<file path="config.mk">
export PLATFORM = sky130hd
export DESIGN_NAME = sensor_frame_crc_checker_unit
export DESIGN_NICKNAME = d
export VERILOG_FILES = /design/src/hw/rtl/sfcc_pkg.sv /design/src/hw/rtl/sensor_frame_crc_checker_unit.sv
export SDC_FILE = /design/constraint.sdc
export NUM_CORES = 1
export LEC_CHECK = 0
export BUFFER_PORTS_ARGS = -buffer_cell sky130_fd_sc_hd__buf_4
export CAP_MARGIN = 20
export CORE_UTILIZATION = 42
export DETAILED_ROUTE_END_ITERATION = 16
export SLEW_MARGIN = 15
export SYNTH_ARGS = -nofsm -noshare
export SYNTH_HDL_FRONTEND = slang
export SYNTH_SLANG_ARGS = --single-unit
</file>
<file path="constraint.sdc">
create_clock -name clk -period 3.1 [get_ports clk]
set_input_delay 0.155 -clock clk [delete_from_list [all_inputs] [get_ports clk]]
set_output_delay 0.155 -clock clk [all_outputs]
set_load 0.01 [all_outputs]
</file>
<file path="src/hw/rtl/sfcc_pkg.sv">
// ----------------------------------------------------------------------------
// Sensor frame CRC checker package
// Constants, result codes and the byte-wide CRC-16 update.
// ----------------------------------------------------------------------------
`default_nettype none

package sfcc_pkg;

    localparam logic [15:0] CRC_INIT  = 16'hFFFF;
    localparam logic [15:0] CRC_POLY  = 16'hA001;
    localparam logic [7:0]  HDR_BYTE0 = 8'h03;
    localparam logic [7:0]  HDR_BYTE1 = 8'h04;

    localparam int unsigned RESULT_BITS = 34;
    localparam int unsigned TDATA_BITS  = 40;

    typedef logic [2:0] byte_pos_t;

    localparam byte_pos_t POS_HDR0    = 3'd0;
    localparam byte_pos_t POS_HDR1    = 3'd1;
    localparam byte_pos_t POS_HUM_HI  = 3'd2;
    localparam byte_pos_t POS_HUM_LO  = 3'd3;
    localparam byte_pos_t POS_TEMP_HI = 3'd4;
    localparam byte_pos_t POS_TEMP_LO = 3'd5;
    localparam byte_pos_t POS_CRC_LO  = 3'd6;
    localparam byte_pos_t POS_CRC_HI  = 3'd7;

    typedef enum logic [1:0] {
        STATUS_OK         = 2'd0,
        STATUS_BAD_HEADER = 2'd1,
        STATUS_BAD_CRC    = 2'd2
    } status_t;

    // One byte of the reflected CRC-16, least significant bit first.
    function automatic logic [15:0] crc_byte_update(input logic [15:0] crc,
                                                    input logic [7:0] data);
        logic [15:0] c;
        c = crc ^ {8'h00, data};
        for (int k = 0; k < 8; k++)
        begin
            if (c[0])
            begin
                c = (c >> 1) ^ CRC_POLY;
            end
            else
            begin
                c = c >> 1;
            end
        end
        return c;
    endfunction

endpackage

`default_nettype wire

</file>
<file path="src/hw/rtl/sensor_frame_crc_checker_unit.sv">
// ----------------------------------------------------------------------------
// Sensor frame CRC checker
// Checks the eight-byte sensor reply, its header and CRC, and extracts values.
// ----------------------------------------------------------------------------
// Bytes enter on the s_axis channel, one per transaction; tuser set marks the
// byte as the first of a new frame, and a partial frame is then dropped.
// Without the flag, the byte after the eighth starts a new frame.
// After the eighth byte one result leaves on the m_axis channel: the status
// (ok, bad header or bad CRC), the humidity and the temperature in two's
// complement, both zero on error. Other bytes give no result.
// A byte passes an input register and then the CRC, header and field logic
// into the result register, where the result of the eighth byte is held until
// it leaves. One byte is taken every cycle unless the eighth byte of a frame
// must wait for an earlier result; the CRC byte update is combinational. While
// a result waits for m_axis_tready, the next bytes still move on until a
// further result would be needed.
// Reset empties both registers and returns the frame position to the first
// byte.
// ----------------------------------------------------------------------------
`default_nettype none

module sensor_frame_crc_checker_unit
(
    input  wire logic        clk,
    input  wire logic        rst_n,

    input  wire logic        s_axis_tvalid,
    output      logic        s_axis_tready,
    input  wire logic [7:0]  s_axis_tdata,   // [7:0] data_byte
    input  wire logic        s_axis_tuser,   // [0] frame_start

    output      logic        m_axis_tvalid,
    input  wire logic        m_axis_tready,
    output      logic [39:0] m_axis_tdata    // [1:0] status, [17:2] humidity,
                                             // [33:18] temperature, rest zero
);

    logic                 in_valid_reg;
    logic [7:0]           in_byte_reg;
    logic                 in_start_reg;

    sfcc_pkg::byte_pos_t  byte_index_reg, byte_index_next;
    logic [15:0]          crc_acc_reg, crc_acc_next;
    logic                 header_bad_reg, header_bad_next;
    logic [15:0]          humidity_hold_reg, humidity_hold_next;
    logic [15:0]          temp_raw_hold_reg, temp_raw_hold_next;
    logic [7:0]           crc_low_byte_reg, crc_low_byte_next;

    logic                 out_valid_reg;
    sfcc_pkg::status_t    status_reg, status_next;
    logic [15:0]          humidity_reg, humidity_next;
    logic [15:0]          temperature_reg, temperature_next;

    sfcc_pkg::byte_pos_t  pos;
    logic                 produces;
    logic                 fire;
    logic [15:0]          crc_base;
    logic [15:0]          rx_crc;
    logic [14:0]          magnitude;
    logic                 s_accept;

    assign pos      = in_start_reg ? sfcc_pkg::POS_HDR0 : byte_index_reg;
    assign produces = (pos == sfcc_pkg::POS_CRC_HI);
    assign fire     = in_valid_reg && (!produces || !out_valid_reg || m_axis_tready);

    assign s_axis_tready = !in_valid_reg || fire;
    assign s_accept      = s_axis_tvalid && s_axis_tready;

    assign crc_base  = (pos == sfcc_pkg::POS_HDR0) ? sfcc_pkg::CRC_INIT : crc_acc_reg;
    assign rx_crc    = {in_byte_reg, crc_low_byte_reg};
    assign magnitude = temp_raw_hold_reg[14:0];

    always_comb
    begin
        byte_index_next    = pos + 3'd1;
        crc_acc_next       = crc_acc_reg;
        header_bad_next    = header_bad_reg;
        humidity_hold_next = humidity_hold_reg;
        temp_raw_hold_next = temp_raw_hold_reg;
        crc_low_byte_next  = crc_low_byte_reg;
        status_next        = sfcc_pkg::STATUS_OK;
        humidity_next      = 16'h0000;
        temperature_next   = 16'h0000;

        if (pos <= sfcc_pkg::POS_TEMP_LO)
        begin
            crc_acc_next = sfcc_pkg::crc_byte_update(crc_base, in_byte_reg);
        end

        unique case (pos)
            sfcc_pkg::POS_HDR0:
            begin
                header_bad_next    = (in_byte_reg != sfcc_pkg::HDR_BYTE0);
                humidity_hold_next = 16'h0000;
                temp_raw_hold_next = 16'h0000;
                crc_low_byte_next  = 8'h00;
            end
            sfcc_pkg::POS_HDR1:
            begin
                if (in_byte_reg != sfcc_pkg::HDR_BYTE1)
                begin
                    header_bad_next = 1'b1;
                end
            end
            sfcc_pkg::POS_HUM_HI:  humidity_hold_next[15:8] = in_byte_reg;
            sfcc_pkg::POS_HUM_LO:  humidity_hold_next[7:0]  = in_byte_reg;
            sfcc_pkg::POS_TEMP_HI: temp_raw_hold_next[15:8] = in_byte_reg;
            sfcc_pkg::POS_TEMP_LO: temp_raw_hold_next[7:0]  = in_byte_reg;
            sfcc_pkg::POS_CRC_LO:  crc_low_byte_next        = in_byte_reg;
            sfcc_pkg::POS_CRC_HI:
            begin
                priority if (header_bad_reg)
                begin
                    status_next = sfcc_pkg::STATUS_BAD_HEADER;
                end
                else if (rx_crc != crc_acc_reg)
                begin
                    status_next = sfcc_pkg::STATUS_BAD_CRC;
                end
                else
                begin
                    humidity_next = humidity_hold_reg;
                    if (temp_raw_hold_reg[15])
                    begin
                        temperature_next = 16'h0000 - {1'b0, magnitude};
                    end
                    else
                    begin
                        temperature_next = {1'b0, magnitude};
                    end
                end
            end
            default: ;
        endcase
    end

    always_ff @(posedge clk or negedge rst_n)
    begin
        if (!rst_n)
        begin
            in_valid_reg      <= 1'b0;
            out_valid_reg     <= 1'b0;
            byte_index_reg    <= sfcc_pkg::POS_HDR0;
            crc_acc_reg       <= sfcc_pkg::CRC_INIT;
            header_bad_reg    <= 1'b0;
            humidity_hold_reg <= 16'h0000;
            temp_raw_hold_reg <= 16'h0000;
            crc_low_byte_reg  <= 8'h00;
        end
        else
        begin
            if (s_axis_tready)
            begin
                in_valid_reg <= s_axis_tvalid;
            end
            if (fire && produces)
            begin
                out_valid_reg <= 1'b1;
            end
            else if (m_axis_tready)
            begin
                out_valid_reg <= 1'b0;
            end
            if (fire)
            begin
                byte_index_reg    <= byte_index_next;
                crc_acc_reg       <= crc_acc_next;
                header_bad_reg    <= header_bad_next;
                humidity_hold_reg <= humidity_hold_next;
                temp_raw_hold_reg <= temp_raw_hold_next;
                crc_low_byte_reg  <= crc_low_byte_next;
            end
        end
    end

    always_ff @(posedge clk)
    begin
        if (s_accept)
        begin
            in_byte_reg  <= s_axis_tdata;
            in_start_reg <= s_axis_tuser;
        end
        if (fire && produces)
        begin
            status_reg      <= status_next;
            humidity_reg    <= humidity_next;
            temperature_reg <= temperature_next;
        end
    end

    assign m_axis_tvalid = out_valid_reg;
    assign m_axis_tdata  = {{(sfcc_pkg::TDATA_BITS - sfcc_pkg::RESULT_BITS){1'b0}},
                            temperature_reg, humidity_reg, status_reg};

endmodule

`default_nettype wire

</file>
==> results_dict.tcl, run 1 <==
set metrics [dict create \
    status "completed" \
    syn_to_final_growth_pct 18.2 \
    period_needed_ns 2.57 \
    critPathLaunchType "flip-flop" \
    finalWirelength_um 11000 \
    grt_start_max_net_pins 63 \
    overflow 0 \
    power_leakage_nw 2.59 \
    finalSetupViolCount 0 \
    syn_area_per_cell_um2 10.8 \
    crit_chain "nand2b_1 > ha_1 > a21oi_1 > xnor2_1 > xnor2_2 > xnor3_1 > mux2_2" \
    ys_seq_area_frac 0.550 \
    ir_drop_mv 0.683 \
    yosysMostFrequentCell "nand2_1" \
    cts_max_level 3 \
    synth_ff_type "dfrtp_1" \
    r2r-start "in_start_reg$_DFFE_PP_" \
    clkLatencyLatePin_ns 0.35 \
    clock_sinks 105 \
    vias 3484 \
    gp_congestion 0.736 \
    finalClockSkew_ns 0.00770 \
    multi_input_area_mm2 0.00216 \
    grt_pass1_wl_um 18300 \
    synthArstFlopShare 0.590 \
    hold_viol 0 \
    cts_buffer_depth 2 \
    synth-seq-cells 105 \
    regArea_mm2 0.00286 \
    synth_area_leader_cell "edfxtp_1" \
    synth_top_area_frac 0.248 \
    cts_buffers 9 \
    die_y_um 113 \
    via_per_inst 4.93 \
    die_x_um 113 \
    hold_buffers 10 \
    dp_hpwl_um 7410 \
    die_area_mm2 0.0128 \
    fill_cells 1084 \
    cts_root_buf "clkbuf_16" \
    num_rows 40 \
    port_buffers 48 \
    initial_core_util 0.432 \
    drt-initial-drc-count 187 \
    wl_per_cell_um 15.5 \
    ctsResizeCount 0 \
    antenna_found_initial 0 \
    netlist_area_mm2 0.00521 \
    reg2regPathDepth 7 \
    worst-path-stages 7 \
    crit_end "crc_acc_reg[14]$_DFFE_PN1P_" \
    antenna_cells 0 \
    hold_path_class "input pin to flip-flop" \
    grt_use_total 0.188 \
    cts_tree "done" \
    max_cap_viol_count 0 \
    slew_headroom 0.433 \
    cp-end-kind "flip-flop" \
    crit_buf_inv 0 \
    coreArea_mm2 0.0121 \
    crit_arrival_ns 2.85 \
    syn_inst 480 \
    period_share 0.829 \
    critical-path-max-stage-delay_ns 0.52 \
    rsz0062_at_grt "false" \
    firstDrtPassIters 4 \
    tightest_slew_ns 0.851 \
    critical_path_class "flip-flop to flip-flop" \
    synthTopCellsByCount "nand2_1 (75), o21ai_0 (50), dfrtp_1 (46)" \
    cellPowerDensity_mw_per_mm2 698 \
    synthTopCellsByArea "edfxtp_1 (25%), dfrtp_1 (22%), dfstp_2 (8.1%)" \
    cts_setup_buffers 0 \
    drive_gt1_frac 0.204 \
    grt_pass1_vias 3578 \
    ys_warn_count 0 \
    max_freq_ghz 0.389 \
    clk_pin_slew_worst_paths_ns 0.07 \
    final_nets 554 \
    drc 0 \
    io_pins 55 \
    finalSetupTns_ns 0 \
    r2r_slack_ns 0.53 \
    synth_edf_count 43 \
    cpLargestDelayFamily "XOR/XNOR gates" \
    worst_hold_slack_ns 0.0148 \
    critical_path.slowest_cell "ha_1" \
    path_max_fanout 12 \
    rr_endpoint "crc_acc_reg[14]$_DFFE_PN1P_" \
    crit_required_ns 3.38 \
    slew_violations 0 \
    ys_types 54 \
    critPathLaunch "in_start_reg$_DFFE_PP_" \
    drtAntennaViolNets 0 \
]
-- worst min-delay path by stage --
stage / from / endpoint / slack [ns] / depth (start not counted)
after floorplan: rst_n / byte_index_reg[0]$_DFFE_PN0P_ / -0.14 / 0
after global placement: rst_n / crc_low_byte_reg[3]$_DFFE_PN0P_ / 0.30 / 1
after detailed placement: rst_n / crc_low_byte_reg[4]$_DFFE_PN0P_ / 0.31 / 1
after CTS: s_axis_tvalid / in_valid_reg$_DFFE_PN0N_ / 0.007 / 2
after global routing: s_axis_tvalid / in_valid_reg$_DFFE_PN0N_ / 0.01 / 2
final: s_axis_tvalid / in_valid_reg$_DFFE_PN0N_ / 0.01 / 2
-- metal layers --
layer / GRT usage / part of all wire
met5: 0 / 0
met2: 0.316 / 0.49
met4: 0.0842 / 0.030
met3: 0.0370 / 0.035
met1: 0.234 / 0.44
-- cells in the final DEF, fill, tap and decap left out, drive strengths merged, types with 20 or more instances in the layout --
cell,count
edfxtp,43
o21ai,53
and2,20
xnor2,42
nor2,30
buf,65
nand2,75
dfrtp,46
-- cell type report --
cell class / instances / area share
Multi-Input combinational cell: 337 / 0.351
Clock buffer: 13 / 0.0429
Sequential cell: 105 / 0.465
Timing Repair Buffer: 75 / 0.0996
Tap cell: 168 / 0.0342
Inverter: 6 / 0.00366
Clock inverter: 3 / 0.00366
-- stage by stage --
| step | instances | worst slack [ns] | util | cell area (um^2) | power, mW |
|---|---|---|---|---|---|
| 6_report | 707 | 0.529 | 0.510 | 6150 | 4.29 |
| 5_1_grt | 707 | 0.366 | 0.510 | 6150 | 4.56 |
| 4_1_cts | 707 | 0.527 | 0.510 | 6150 | 4.35 |
| 3_5_place_dp | 681 | 0.536 | 0.478 | 5770 | 3.23 |
| 3_3_place_gp | 681 | 0.642 | 0.478 | 5770 | 3.20 |
| 2_1_floorplan | 485 | 0.541 | - | 5230 | 2.94 |
-- power by group --
| group | internal (mW) | switching [mW] |
|---|---|---|
| registers | 1.70 | 0.199 |
| logic | 0.704 | 0.603 |
| clock network | 0.603 | 0.491 |
-- kinds of logic after synthesis --
logic type,Yosys count,share of synthesized area
simple gates,166,0.151
flops,105,0.550
compound gates,97,0.114
xor+xnor,57,0.120
buf+inv,43,0.0392
fa+ha+maj,7,0.0168
mux,4,0.00817
other cells,1,0.000720
Note: power is estimated with default switching activity, not from simulation.
==> run 2: changes to the inputs <==
==> constraint.sdc (replaced) <==
create_clock -name clk -period 2.2 [get_ports clk]
set_input_delay 0.11 -clock clk [delete_from_list [all_inputs] [get_ports clk]]
set_output_delay 0.11 -clock clk [all_outputs]
set_load 0.01 [all_outputs]
==> run 2 against run 1 <==
Compared with the run above:
- global-route usage fell by 0.24 points
- highest routed layer unchanged
- first-iteration DRC count grew 12%
- die area is the same
- clock power grew 40%
- largest power group unchanged
- non-clock buffer count grew 33
- critical path depth is 2 higher
- sequential power rose by 42%
- worst hold slack gained 0.16 ns
- setup slack worse by 0.45 ns
- power rose by 47%
==> results_dict.tcl, run 2 (synthesis gave the netlist of run 1 again) <==
set metrics [dict create \
    dp_cells 704 \
    period_share 0.965 \
    dp_hpwl_um 7570 \
    tightest_slew_ns 0.806 \
    antenna_cells 0 \
    r2r-start "in_start_reg$_DFFE_PP_" \
    slew_headroom 0.463 \
    cts_root_buf "clkbuf_16" \
    fin_ws_ns 0.0766 \
    hold_viol 0 \
    num_rows 40 \
    max_cap_viol_count 0 \
    rr_endpoint "crc_acc_reg[15]$_DFFE_PN1P_" \
    io_pins 55 \
    max_freq_ghz 0.471 \
    final_nets 587 \
    clkLatencyLatePin_ns 0.35 \
    dp_slack_ns -0.0998 \
    antenna_found_initial 0 \
    overflow 0 \
    gp_congestion 0.826 \
    die_y_um 113 \
    critPathLaunch "in_start_reg$_DFFE_PP_" \
    critical_path_class "flip-flop to flip-flop" \
    r2r_slack_ns 0.08 \
    grt_start_max_net_pins 63 \
    fin_cells 740 \
    clk_pin_slew_worst_paths_ns 0.07 \
    power_leakage_nw 2.77 \
    drtAntennaViolNets 0 \
    drt-initial-drc-count 210 \
    final_common_cell "buf_4" \
    finalSetupTns_ns 0 \
    crit_end "crc_acc_reg[15]$_DFFE_PN1P_" \
    status "completed" \
    syn_to_final_growth_pct 24.2 \
    cts_buffer_depth 2 \
    cp-end-kind "flip-flop" \
    cts_max_level 3 \
    cts_buffers 9 \
    finalPower_mw 6.30 \
    initial_core_util 0.432 \
    rsz0062_at_grt "true" \
    cts_tree "done" \
    vias 3577 \
    grt_pass1_vias 3342 \
    wl_per_cell_um 14.8 \
    finalSetupViolCount 0 \
    drc 0 \
    crit_arrival_ns 2.40 \
    port_buffers 48 \
    die_x_um 113 \
    grt_use_total 0.185 \
    coreArea_mm2 0.0121 \
    die_area_mm2 0.0128 \
    cellPowerDensity_mw_per_mm2 975 \
    period_needed_ns 2.12 \
    worst_hold_slack_ns 0.171 \
    crit_required_ns 2.48 \
    firstDrtPassIters 4 \
    drive_gt1_frac 0.266 \
    finalWirelength_um 10900 \
    critPathLaunchType "flip-flop" \
    hold_path_class "input pin to flip-flop" \
    reg2regPathDepth 9 \
    path_max_fanout 7 \
    layout_common_cells "buf_4 (94), nand2_1 (74), o21ai_0 (48)" \
    via_per_inst 4.83 \
    finalClockSkew_ns 0.00849 \
    grt_pass1_wl_um 18000 \
    clock_sinks 105 \
    ir_drop_mv 0.984 \
    slew_violations 0 \
]
run 2: through the flow:
stage | instance area (um^2) | util
floorplan | 5230 | -
global placement | 5940 | 0.493
detailed placement | 5940 | 0.493
CTS | 6340 | 0.526
global route | 6460 | 0.536
finish | 6460 | 0.536
run 2: worst max-delay path: stages, from the launching register on:
cell and delay, ns:
edfxtp_1 0.41, nand2b_4 0.18, ha_4 0.18, buf_4 0.16
a21oi_4 0.15, xnor2_2 0.19, xnor2_4 0.17, buf_4 0.16
xnor3_1 0.30, o21ai_1 0.14
run 2: layout make-up:
class	instances	area, um^2
inverters	6	22.5
repair buffers	108	867
fillers	1051	5600
multi-input cells	337	2220
flip-flops and latches	105	2860
clock inverters	5	37.5
well taps	168	210
clock buffers	11	243
run 2: per-layer routing:
metal / up-vias / share of wire / GRT usage
li1: 1791 / - / -
met1: 1719 / 0.47 / 0.252
met2: 56 / 0.49 / 0.300
met3: 11 / 0.028 / 0.0343
met4: 0 / 0.013 / 0.0605
met5: - / 0 / 0
run 2: power by group:
group,total [mW],internal (mW),switching (mW)
sequential,2.68,2.39,0.295
combinational,2.09,1.18,0.912
clock,1.53,0.810,0.717
run 2: worst min path at each step:
| stage | startpoint | end | slack (ns) | cells past startpoint |
|---|---|---|---|---|
| 4_1_cts | m_axis_tready | in_valid_reg$_DFFE_PN0N_ | 0.15 | 4 |
| 3_5_place_dp | rst_n | byte_index_reg[1]$_DFFE_PN0P_ | 0.26 | 1 |
| 2_1_floorplan | rst_n | byte_index_reg[0]$_DFFE_PN0P_ | -0.19 | 0 |
| 3_3_place_gp | rst_n | crc_low_byte_reg[2]$_DFFE_PN0P_ | 0.25 | 1 |
| 6_report | m_axis_tready | in_valid_reg$_DFFE_PN0N_ | 0.17 | 4 |
| 5_1_grt | m_axis_tready | in_valid_reg$_DFFE_PN0N_ | 0.20 | 4 |
run 2: repair_timing:
action | 4_1_cts | 5_1_grt
hold endpoints to repair | 56 | 0
hold buffers | 11 | 0
setup endpoints to repair | 9 | 75
gates cloned | 0 | 0
resized for setup | 5 | 10
setup buffers | 0 | 9
pin swaps | 3 | 2
